[config.mk]
export PLATFORM = sky130hd
export DESIGN_NAME = multidrop_frame_receiver
export DESIGN_NICKNAME = d
export VERILOG_FILES = /design/src/design/mfr_pkg.sv /design/src/design/multidrop_frame_receiver.sv
export SDC_FILE = /design/constraint.sdc
export NUM_CORES = 1
export LEC_CHECK = 0
export ABC_AREA = 1
export BUFFER_PORTS_ARGS = -buffer_cell sky130_fd_sc_hd__buf_2
export CAP_MARGIN = 20
export CORE_MARGIN = 1.5
export CORE_UTILIZATION = 53
export DETAILED_ROUTE_END_ITERATION = 10
export PLACE_DENSITY = 0.79
export SYNTH_ARGS = -nofsm -noshare
export SYNTH_HDL_FRONTEND = slang
export SYNTH_SLANG_ARGS = --single-unit
[constraint.sdc]
create_clock -name i_clk -period 3.25 [get_ports i_clk]
set_clock_uncertainty 0.2 [all_clocks]
set_input_delay 0.325 -clock i_clk [delete_from_list [all_inputs] [get_ports i_clk]]
set_output_delay 0.325 -clock i_clk [all_outputs]
set_load 0.02 [all_outputs]
[src/design/mfr_pkg.sv]
// Package for the multidrop frame receiver: byte constants, status codes,
// receive phase encoding and the result item type. No dependencies.
`timescale 1ns / 1ps

package mfr_pkg;

    localparam logic [7:0] PREAMBLE_BYTE  = 8'hAA;
    localparam logic [7:0] BROADCAST_ADDR = 8'hFF;

    localparam int unsigned IN_TDATA_W  = 8;
    localparam int unsigned OUT_TDATA_W = 40;

    // Frame status codes.
    localparam logic [2:0] ST_ACCEPTED  = 3'd0;
    localparam logic [2:0] ST_NOT_OURS  = 3'd1;
    localparam logic [2:0] ST_BAD_HDR   = 3'd2;
    localparam logic [2:0] ST_TRUNCATED = 3'd3;
    localparam logic [2:0] ST_CHECK_ERR = 3'd4;

    // Result kinds carried on tuser.
    localparam logic KIND_PAYLOAD = 1'b0;
    localparam logic KIND_STATUS  = 1'b1;

    typedef enum logic [6:0] {
        PH_PREAMBLE = 7'b0000001,
        PH_DEST     = 7'b0000010,
        PH_SOURCE   = 7'b0000100,
        PH_LENGTH   = 7'b0001000,
        PH_PAYLOAD  = 7'b0010000,
        PH_CHECK    = 7'b0100000,
        PH_BADPRE   = 7'b1000000
    } t_phase;

    typedef struct packed {
        logic [7:0] length;
        logic [7:0] source;
        logic [7:0] dest;
        logic [2:0] status;
        logic [7:0] payload;
        logic       kind;
    } t_result;

endpackage

[src/design/multidrop_frame_receiver.sv]
// Multidrop frame receiver: parses preamble, header, payload and XOR check
// byte from a byte stream. Depends on mfr_pkg.
`timescale 1ns / 1ps

// A result item is registered when the input item that causes it is
// accepted. Throughput: one input item per cycle while the skid register
// is free; a two-entry output stage (result register plus skid register)
// lets input items keep flowing while a result waits to be taken.
// Reset (synchronous, active low) returns the parser to waiting for a
// preamble, empties the output stage and sets my_address to zero.
module multidrop_frame_receiver (
    input  logic        i_clk,
    input  logic        i_rst_n,
    // Configuration write channel: node address.
    input  logic        i_cfg_valid,
    output logic        o_cfg_ready,
    input  logic [7:0]  i_cfg_data,
    // Input stream.
    input  logic        s_axis_tvalid,
    output logic        s_axis_tready,
    input  logic [mfr_pkg::IN_TDATA_W-1:0]  s_axis_tdata,  // [7:0] rx_byte
    input  logic        s_axis_tlast,                        // end_of_burst
    // Output stream.
    output logic        m_axis_tvalid,
    input  logic        m_axis_tready,
    // [7:0] payload_byte, [10:8] frame_status, [18:11] dest_address,
    // [26:19] source_address, [34:27] payload_length, [39:35] zero
    output logic [mfr_pkg::OUT_TDATA_W-1:0] m_axis_tdata,
    output logic        m_axis_tuser                         // result_kind
);
    import mfr_pkg::*;

    // Parser state.
    t_phase     r_phase, n_phase;
    logic [7:0] r_dest, n_dest;
    logic [7:0] r_source, n_source;
    logic [7:0] r_length, n_length;
    logic [7:0] r_left, n_left;
    logic [7:0] r_check, n_check;
    logic       r_status_sent, n_status_sent;
    logic [7:0] r_my_addr;

    // Output stage: result register and skid register.
    logic       r_out_valid, r_skid_valid;
    t_result    r_out, r_skid;

    logic       in_accept, out_pop;
    logic       has_result;
    t_result    new_result;
    logic [7:0] rx_byte;
    logic       last;

    assign rx_byte   = s_axis_tdata[7:0];
    assign last      = s_axis_tlast;
    assign o_cfg_ready   = 1'b1;
    // Input is taken as long as the skid register is free, so a stalled
    // result never blocks the parser until a second result is pending.
    assign s_axis_tready = ~r_skid_valid;
    assign in_accept     = s_axis_tvalid & s_axis_tready;
    assign out_pop       = r_out_valid & m_axis_tready;

    // Next parser state and the result caused by the current byte. Status
    // items report the header registers as they stand after this byte.
    always_comb begin
        logic [2:0] status_code;
        logic       emit_status;
        logic       emit_payload;

        n_phase       = r_phase;
        n_dest        = r_dest;
        n_source      = r_source;
        n_length      = r_length;
        n_left        = r_left;
        n_check       = r_check;
        n_status_sent = r_status_sent;
        status_code   = ST_BAD_HDR;
        emit_status   = 1'b0;
        emit_payload  = 1'b0;

        if (!r_status_sent) begin
            case (r_phase)
                PH_PREAMBLE: begin
                    n_dest   = '0;
                    n_source = '0;
                    n_length = '0;
                    n_left   = '0;
                    n_check  = '0;
                    n_phase  = (rx_byte == PREAMBLE_BYTE) ? PH_DEST : PH_BADPRE;
                    emit_status = last;
                end
                PH_DEST: begin
                    n_dest      = rx_byte;
                    n_check     = r_check ^ rx_byte;
                    n_phase     = PH_SOURCE;
                    emit_status = last;
                end
                PH_SOURCE: begin
                    n_source    = rx_byte;
                    n_check     = r_check ^ rx_byte;
                    n_phase     = PH_LENGTH;
                    emit_status = last;
                end
                PH_LENGTH: begin
                    n_length    = rx_byte;
                    n_left      = rx_byte;
                    n_check     = r_check ^ rx_byte;
                    n_phase     = (rx_byte == 8'd0) ? PH_CHECK : PH_PAYLOAD;
                    emit_status = last;
                end
                PH_PAYLOAD: begin
                    if (last) begin
                        // Burst ended inside the payload: this byte is dropped.
                        status_code = ST_TRUNCATED;
                        emit_status = 1'b1;
                    end else begin
                        emit_payload = 1'b1;
                        n_check      = r_check ^ rx_byte;
                        n_left       = r_left - 8'd1;
                        if (r_left == 8'd1) begin
                            n_phase = PH_CHECK;
                        end
                    end
                end
                PH_CHECK: begin
                    // Checksum is judged before the address filter.
                    if (rx_byte != r_check) begin
                        status_code = ST_CHECK_ERR;
                    end else if (r_dest != r_my_addr && r_dest != BROADCAST_ADDR) begin
                        status_code = ST_NOT_OURS;
                    end else begin
                        status_code = ST_ACCEPTED;
                    end
                    emit_status   = 1'b1;
                    n_status_sent = 1'b1;
                end
                PH_BADPRE: begin
                    // Header registers were cleared on the preamble byte.
                    emit_status = last;
                end
                default: begin
                    n_phase = PH_PREAMBLE;
                end
            endcase
        end

        // The end of a burst always rearms the parser.
        if (last) begin
            n_phase       = PH_PREAMBLE;
            n_status_sent = 1'b0;
        end

        has_result = emit_status | emit_payload;
        new_result = '0;
        if (emit_status) begin
            new_result.kind   = KIND_STATUS;
            new_result.status = status_code;
            new_result.dest   = n_dest;
            new_result.source = n_source;
            new_result.length = n_length;
        end else begin
            new_result.kind    = KIND_PAYLOAD;
            new_result.payload = emit_payload ? rx_byte : 8'd0;
        end
    end

    // Control registers.
    always_ff @(posedge i_clk) begin
        if (!i_rst_n) begin
            r_phase       <= PH_PREAMBLE;
            r_status_sent <= 1'b0;
            r_dest        <= '0;
            r_source      <= '0;
            r_length      <= '0;
            r_left        <= '0;
            r_check       <= '0;
            r_my_addr     <= '0;
            r_out_valid   <= 1'b0;
            r_skid_valid  <= 1'b0;
        end else begin
            if (i_cfg_valid && o_cfg_ready) begin
                r_my_addr <= i_cfg_data;
            end
            if (in_accept) begin
                r_phase       <= n_phase;
                r_status_sent <= n_status_sent;
                r_dest        <= n_dest;
                r_source      <= n_source;
                r_length      <= n_length;
                r_left        <= n_left;
                r_check       <= n_check;
            end
            if (!r_out_valid || out_pop) begin
                // No push can arrive while the skid register is occupied.
                r_out_valid  <= r_skid_valid | (in_accept & has_result);
                r_skid_valid <= 1'b0;
            end else if (in_accept && has_result) begin
                r_skid_valid <= 1'b1;
            end
        end
    end

    // Result payload registers.
    always_ff @(posedge i_clk) begin
        if (!r_out_valid || out_pop) begin
            r_out <= r_skid_valid ? r_skid : new_result;
        end else if (in_accept && has_result) begin
            r_skid <= new_result;
        end
    end

    assign m_axis_tvalid = r_out_valid;
    assign m_axis_tuser  = r_out.kind;
    assign m_axis_tdata  = {5'd0, r_out.length, r_out.source, r_out.dest,
                            r_out.status, r_out.payload};

endmodule
# Word-level counts from Yosys, hierarchy flattened
# Cells that the tools add are included.
classes:
  n_addsub: 1
  mul: 0
  div: 0
  order_cmp: 0
  n_eq_ne: 16
  shift: 0
  muxes: 35
  bitwise_logic: 10
  n_reduce_logical: 15
op_table:
  columns: ["cell", "n"]
  rows:
  - ["8-bit two-way mux", 7]
  - ["8-bit case mux with 2 select lines", 3]
  - ["8-bit case mux with 3 select lines", 2]
  - ["7-bit case mux with 6 select lines", 1]
  - ["36-bit two-way mux", 1]
  - ["7-bit two-way mux", 4]
  - ["27-bit two-way mux", 1]
  - ["8-bit != test", 2]
  - ["4-bit AND reduction", 3]
  - ["1-bit two-way mux", 11]
  - ["8-bit by 1-bit == test with 1-bit output (second input constant)", 1]
  - ["8-bit == test (second input constant)", 1]
  - ["8-bit logical NOT", 1]
  - ["8-bit != test (second input constant)", 1]
  - ["8-bit by 1-bit subtractor with 8-bit output (second input constant)", 1]
  - ["8-bit XOR", 1]
  - ["7-bit by 1-bit == test with 1-bit output (second input constant)", 1]
  - ["7-bit by 2-bit == test with 1-bit output (second input constant)", 1]
  - ["7-bit by 3-bit == test with 1-bit output (second input constant)", 1]
  - ["7-bit by 4-bit == test with 1-bit output (second input constant)", 1]
  - ["7-bit by 5-bit == test with 1-bit output (second input constant)", 1]
  - ["7-bit by 6-bit == test with 1-bit output (second input constant)", 1]
  - ["7-bit == test (second input constant)", 1]
  - ["3-bit two-way mux", 2]
  - ["17 further kinds", 27]
totals:
  ff_bits: 130
  latch_bits: 0
  mem_bits_rw: 0
  mem_bits_ro: 0
  in_bits: 22
  out_inout_bits: 44
  memories: 0

# Logic depth before layout (Yosys ltp)
logic_depth:
  depth_word: 8
  depth_mapped: 12
  ltp_nobuf: 12

# Worst setup path after synthesis
# Ideal clock, no wire load.
synth_timing:
  path_type: "register to register"
  from: "register r_out_valid, in the netlist m_axis_tvalid"
  to: "register r_skid[0] (netlist bit) (enable)"
  setup_ps: 429
  arrival_time_ps: 2746
  t_required_ps: 2621
  path_slack_ps: -125
  stages_incl_launch_ff: 5
  synth_period_minus_slack_ps: 3375
  cell_sequence: "dfxtp_1 inv_1 nor2_1 inv_1 nor2_1"
synth_between:
  elab_chain_len: 4
  word_cells_on_any_way: 5
  cone_classes: "bitwise (2); reduce/logical (3)"
synth_rtl:
  columns: ["item", "line", "rtl"]
  rows:
  - ["start, declared", "multidrop_frame_receiver.sv:44", "logic r_out_valid, r_skid_valid;"]
  - ["start signal, assigned", "multidrop_frame_receiver.sv:194", "r_out_valid <= r_skid_valid | (in_accept & has_result);"]
  - ["1-bit AND / 1-bit logical NOT (equally long branches)", "multidrop_frame_receiver.sv:60, multidrop_frame_receiver.sv:204", null]
  - ["1-bit logical OR *", "multidrop_frame_receiver.sv:204", "if (!r_out_valid || out_pop) begin"]
  - ["1-bit inverter (no source line) *", null, null]
  - ["2-bit AND reduction (no source line) *", null, null]
  - ["end signal, assigned", "multidrop_frame_receiver.sv:207", "r_skid <= new_result;"]
  - ["end, declared", "multidrop_frame_receiver.sv:45", "t_result r_out, r_skid;"]
# Every way passes the cells marked *; elsewhere a longest branch is shown, timed or not.
# A chain may end at the register's enable or synchronous reset.

# Worst setup path in the final report
layout_timing:
  from: "register r_phase[0]"
  to: "register r_skid[21] (netlist bit) (enable)"
layout_between:
  elab_chain_len: 7
  word_cells_on_any_way: 15
  cone_classes: "eq/ne (7); mux (4); bitwise (1); reduce/logical (3)"
layout_rtl:
  columns: ["item", "line", "rtl"]
  rows:
  - ["start, declared", "multidrop_frame_receiver.sv:34", "t_phase r_phase, n_phase;"]
  - ["start signal, assigned", "multidrop_frame_receiver.sv:184", "r_phase <= n_phase;"]
  - ["7-bit == test, or another cell as far along", "multidrop_frame_receiver.sv:81", "case (r_phase)"]
  - ["5-bit OR reduction (no source line)", null, null]
  - ["1-bit case mux with 3 select lines", "multidrop_frame_receiver.sv:81", null]
  - ["1-bit two-way mux", "multidrop_frame_receiver.sv:80", "if (!r_status_sent) begin"]
  - ["1-bit OR *", "multidrop_frame_receiver.sv:152", "has_result = emit_status | emit_payload;"]
  - ["1-bit logical AND *", "multidrop_frame_receiver.sv:206", "end else if (in_accept && has_result) begin"]
  - ["2-bit AND reduction (no source line) *", null, null]
# Marked as above.

==> flow_summary.toml <==
[power_and_ir_drop]
power_mw = 4.40
powerDensity_nw_per_um2 = 606
ir_worst_vdd_uv = 380
p_leak_nw = 3.31

[final_layout]
stdcell_count = 933
multi_input_area_um2 = 2350
drive_above_1_share = 0.187
register_area_um2 = 3320
finish.net_count = 801
n_fill_cell = 901
antenna_cells = 0
area_growth_pct = 17.6
final_core_util = 0.639

[die]
rows = 39
core_um2 = 11400
initial_core_util = 0.543
io_pins = 66
dieArea_um2 = 12300
die-width_um = 111
fp.dieH_um = 111

[placement]
dp_hpwl_mm = 10.2
numPortBuffers = 59
dp.cells = 894
place.gp.congestion = 0.926

[hold_path]
hold_path.class = "input pin to register"
holdPathEnd = "r_status_sent"
worstHoldStart = "s_axis_tlast"
hold_depth = 2

[setup_path]
cp_top_family = "simple AND/OR/NAND/NOR gates"
worstReg2RegStart = "r_phase[0]"
crit_slowest_cell = "buf_4"
r2r-end = "r_skid[21]"
critPathLaunchType = "register"
max_stage_delay_ps = 410
path_class = "register to register"
worstPathMaxFanout = 36
crit_buf_inv = 1
endpoint_kind = "register"
cp_data_arrival_time_ps = 2360
reg2reg_depth = 10
crit_chain = "nor2_1 -> nand2_1 -> nor2_4 -> nor2_4 -> nand3_2 -> nand2_2 -> nand3_1 -> nand2_1 -> nor2_2 -> buf_4"
r2r_slack_ps = 750
crit_required_ps = 3110

[routing]
ant_nets = 0
drt_first_pass_iters = 8
routed_wl_mm = 15.1
viasPerCell = 5.50
wl_per_cell_um = 16.2
drc = 0
dr.first_iter.drc_count = 557
vias = 5132

[clocking]
cts_num_sinks = 130
cts_tree = "built"
clock_path_buffers = 2
clkLatencyLatePin_ps = 420
ctsHtreeMaxLevel = 4
ctsHoldBuffers = 7
cts_root_buf = "clkbuf_16"
ctsResizeCount = 0
cts_buffers = 17
cts_setup_buffers = 0
clkTransAtPathRegs_ps = 60

[synth]
yosys_warnings = 0
syn_area_per_cell_um2 = 8.68
synth_area_um2 = 6180
synthDistinctLibCells = 43
async_reset_ff_frac = 0
postSynthCellCount = 712
synth_seq_cells = 130
synth_edf_count = 72
yosysSeqAreaShare = 0.538
synth_top_flop_cell = "edfxtp_1"

[sta]
setup_viol = 0
finalCritPeriodShare = 0.768
drv_slew = 0
hold-worst-slack_ps = 26.2
max_slew_margin = 0.525
max_freq_ghz = 0.401
fin_crit_ps = 2500
rsz0062_at_grt = "no"
tns_ps = 0
finalHoldViolations = 0
worst_pin_slew_ps = 710

[global_route]
antenna_found_initial = 0
grt_max_degree = 40
grt_use_total = 0.255
grt_pass1_vias = 4973
grt_first_pass_wirelength_mm = 24.5
overflow = 0

[flow_run]
cap_viol_max_count = 0

[status]
status = "complete, no violations"
-- worst max path at each step --
stage / start / to / slack (ps) / cells past startpoint
5_1_grt: r_phase[0] / r_skid[21] / 510 / 10
6_report: r_phase[0] / r_skid[21] / 750 / 10
3_5_place_dp: r_phase[0] / r_skid[26] / 790 / 10
2_1_floorplan: m_axis_tvalid / r_skid[0] / 470 / 4
4_1_cts: r_phase[0] / r_skid[5] / 790 / 10
3_3_place_gp: r_phase[0] / r_skid[18] / 850 / 10
-- synth_stat cells (2+ instances only) --
cell type,n,area share
a21oi_1,47,0.038
a21oi_4,2,0.0053
and2_1,17,0.017
buf_1,3,0.0018
buf_2,4,0.0032
buf_4,9,0.011
clkbuf_1,15,0.0091
conb_1,2,0.0012
dfxtp_1,58,0.19
edfxtp_1,72,0.35
ha_1,2,0.0040
inv_1,76,0.046
inv_2,13,0.0079
nand2_1,144,0.087
nand2_2,5,0.0051
nand2_4,3,0.0055
nand3_1,34,0.028
nand3_2,2,0.0032
nand4_1,7,0.0071
nor2_1,60,0.036
nor2_2,10,0.010
nor2_4,7,0.013
nor3_1,9,0.0073
o21a_1,2,0.0024
o21ai_0,35,0.028
o21ai_1,20,0.016
o22ai_1,24,0.024
xnor2_1,7,0.0099
xor2_1,9,0.013
-- stage by stage --
| step | setup WS [ps] | instance area [um2] |
|---|---|---|
| 6_report | 755 | 7260 |
| 5_1_grt | 511 | 7260 |
| 4_1_cts | 785 | 7260 |
| 3_5_place_dp | 794 | 6560 |
| 3_3_place_gp | 849 | 6560 |
| 2_1_floorplan | 466 | 6200 |
-- state kept, by name (all words and copies together) (netlist names) --
register and cells:
r_dest 8, r_status_sent 1, m_axis_tvalid 1, r_length 8, r_phase 7, r_skid 36
r_skid_valid 1, m_axis_tuser 1, r_source 8, r_left 8, m_axis_tdata 35, r_my_addr 8
r_check 8
-- power by group --
| group | internal [mW] | total, mW | switching (mW) |
|---|---|---|---|
| Clock | 1.29 | 2.03 | 0.737 |
| Combinational | 0.162 | 0.515 | 0.353 |
| Sequential | 1.81 | 1.85 | 0.0416 |
-- cell families (layout without fill, tap and decap cells) --
logic type / after synthesis / in the layout / synth area share
and+or+nand+nor: 302 / 302 / 0.228
AOI/OAI and AO/OA: 136 / 136 / 0.122
DFF: 130 / 130 / 0.538
buffers and inverters: 124 / 198 / 0.0840
xor gates and xnor gates: 16 / 16 / 0.0227
adders and majority gates: 2 / 2 / 0.00405
other: 2 / 6 / 0.00122
-- area by class of cell --
type                            instances  share of cell area
Clock buffer                           18              0.0591
Tap cell                              143              0.0246
Sequential cell                       130               0.457
Clock inverter                         14              0.0277
Inverter                               92              0.0486
Timing Repair Buffer                   74              0.0586
Multi-Input combinational cell        462               0.324
-- placed cells by master, fill, tap and decap left out, types with 3 or more instances in the layout --
cell type      Yosys  layout
o21ai_1           20      20
dfxtp_1           58      58
nand2_2            5       5
clkbuf_16          0      17
o22ai_1           24      24
buf_2              4      59
nor2_1            60      59
buf_4              9       8
and2_1            17      17
xnor2_1            7       7
nand2_1          144     144
bufinv_16          0       4
conb_1             2       6
nor2_4             7       7
inv_6              1       5
xor2_1             9       9
dlygate4sd3_1      0       7
clkinv_4           0       3
nand3_1           34      34
edfxtp_1          72      72
a21oi_1           47      47
nand2_4            3       3
o21ai_0           35      35
nand4_1            7       7
inv_2             13      13
inv_1             76      76
nor2_2            10      11
nor3_1             9       9
-- metal layers --
layer	GRT usage	up-vias	part of all wire
met5	0	-	0
met4	0.114	0	0.030
met3	0.0487	42	0.076
met2	0.414	253	0.47
met1	0.332	2369	0.42
li1	-	2468	-
Note: power is estimated with default switching activity, not from simulation.
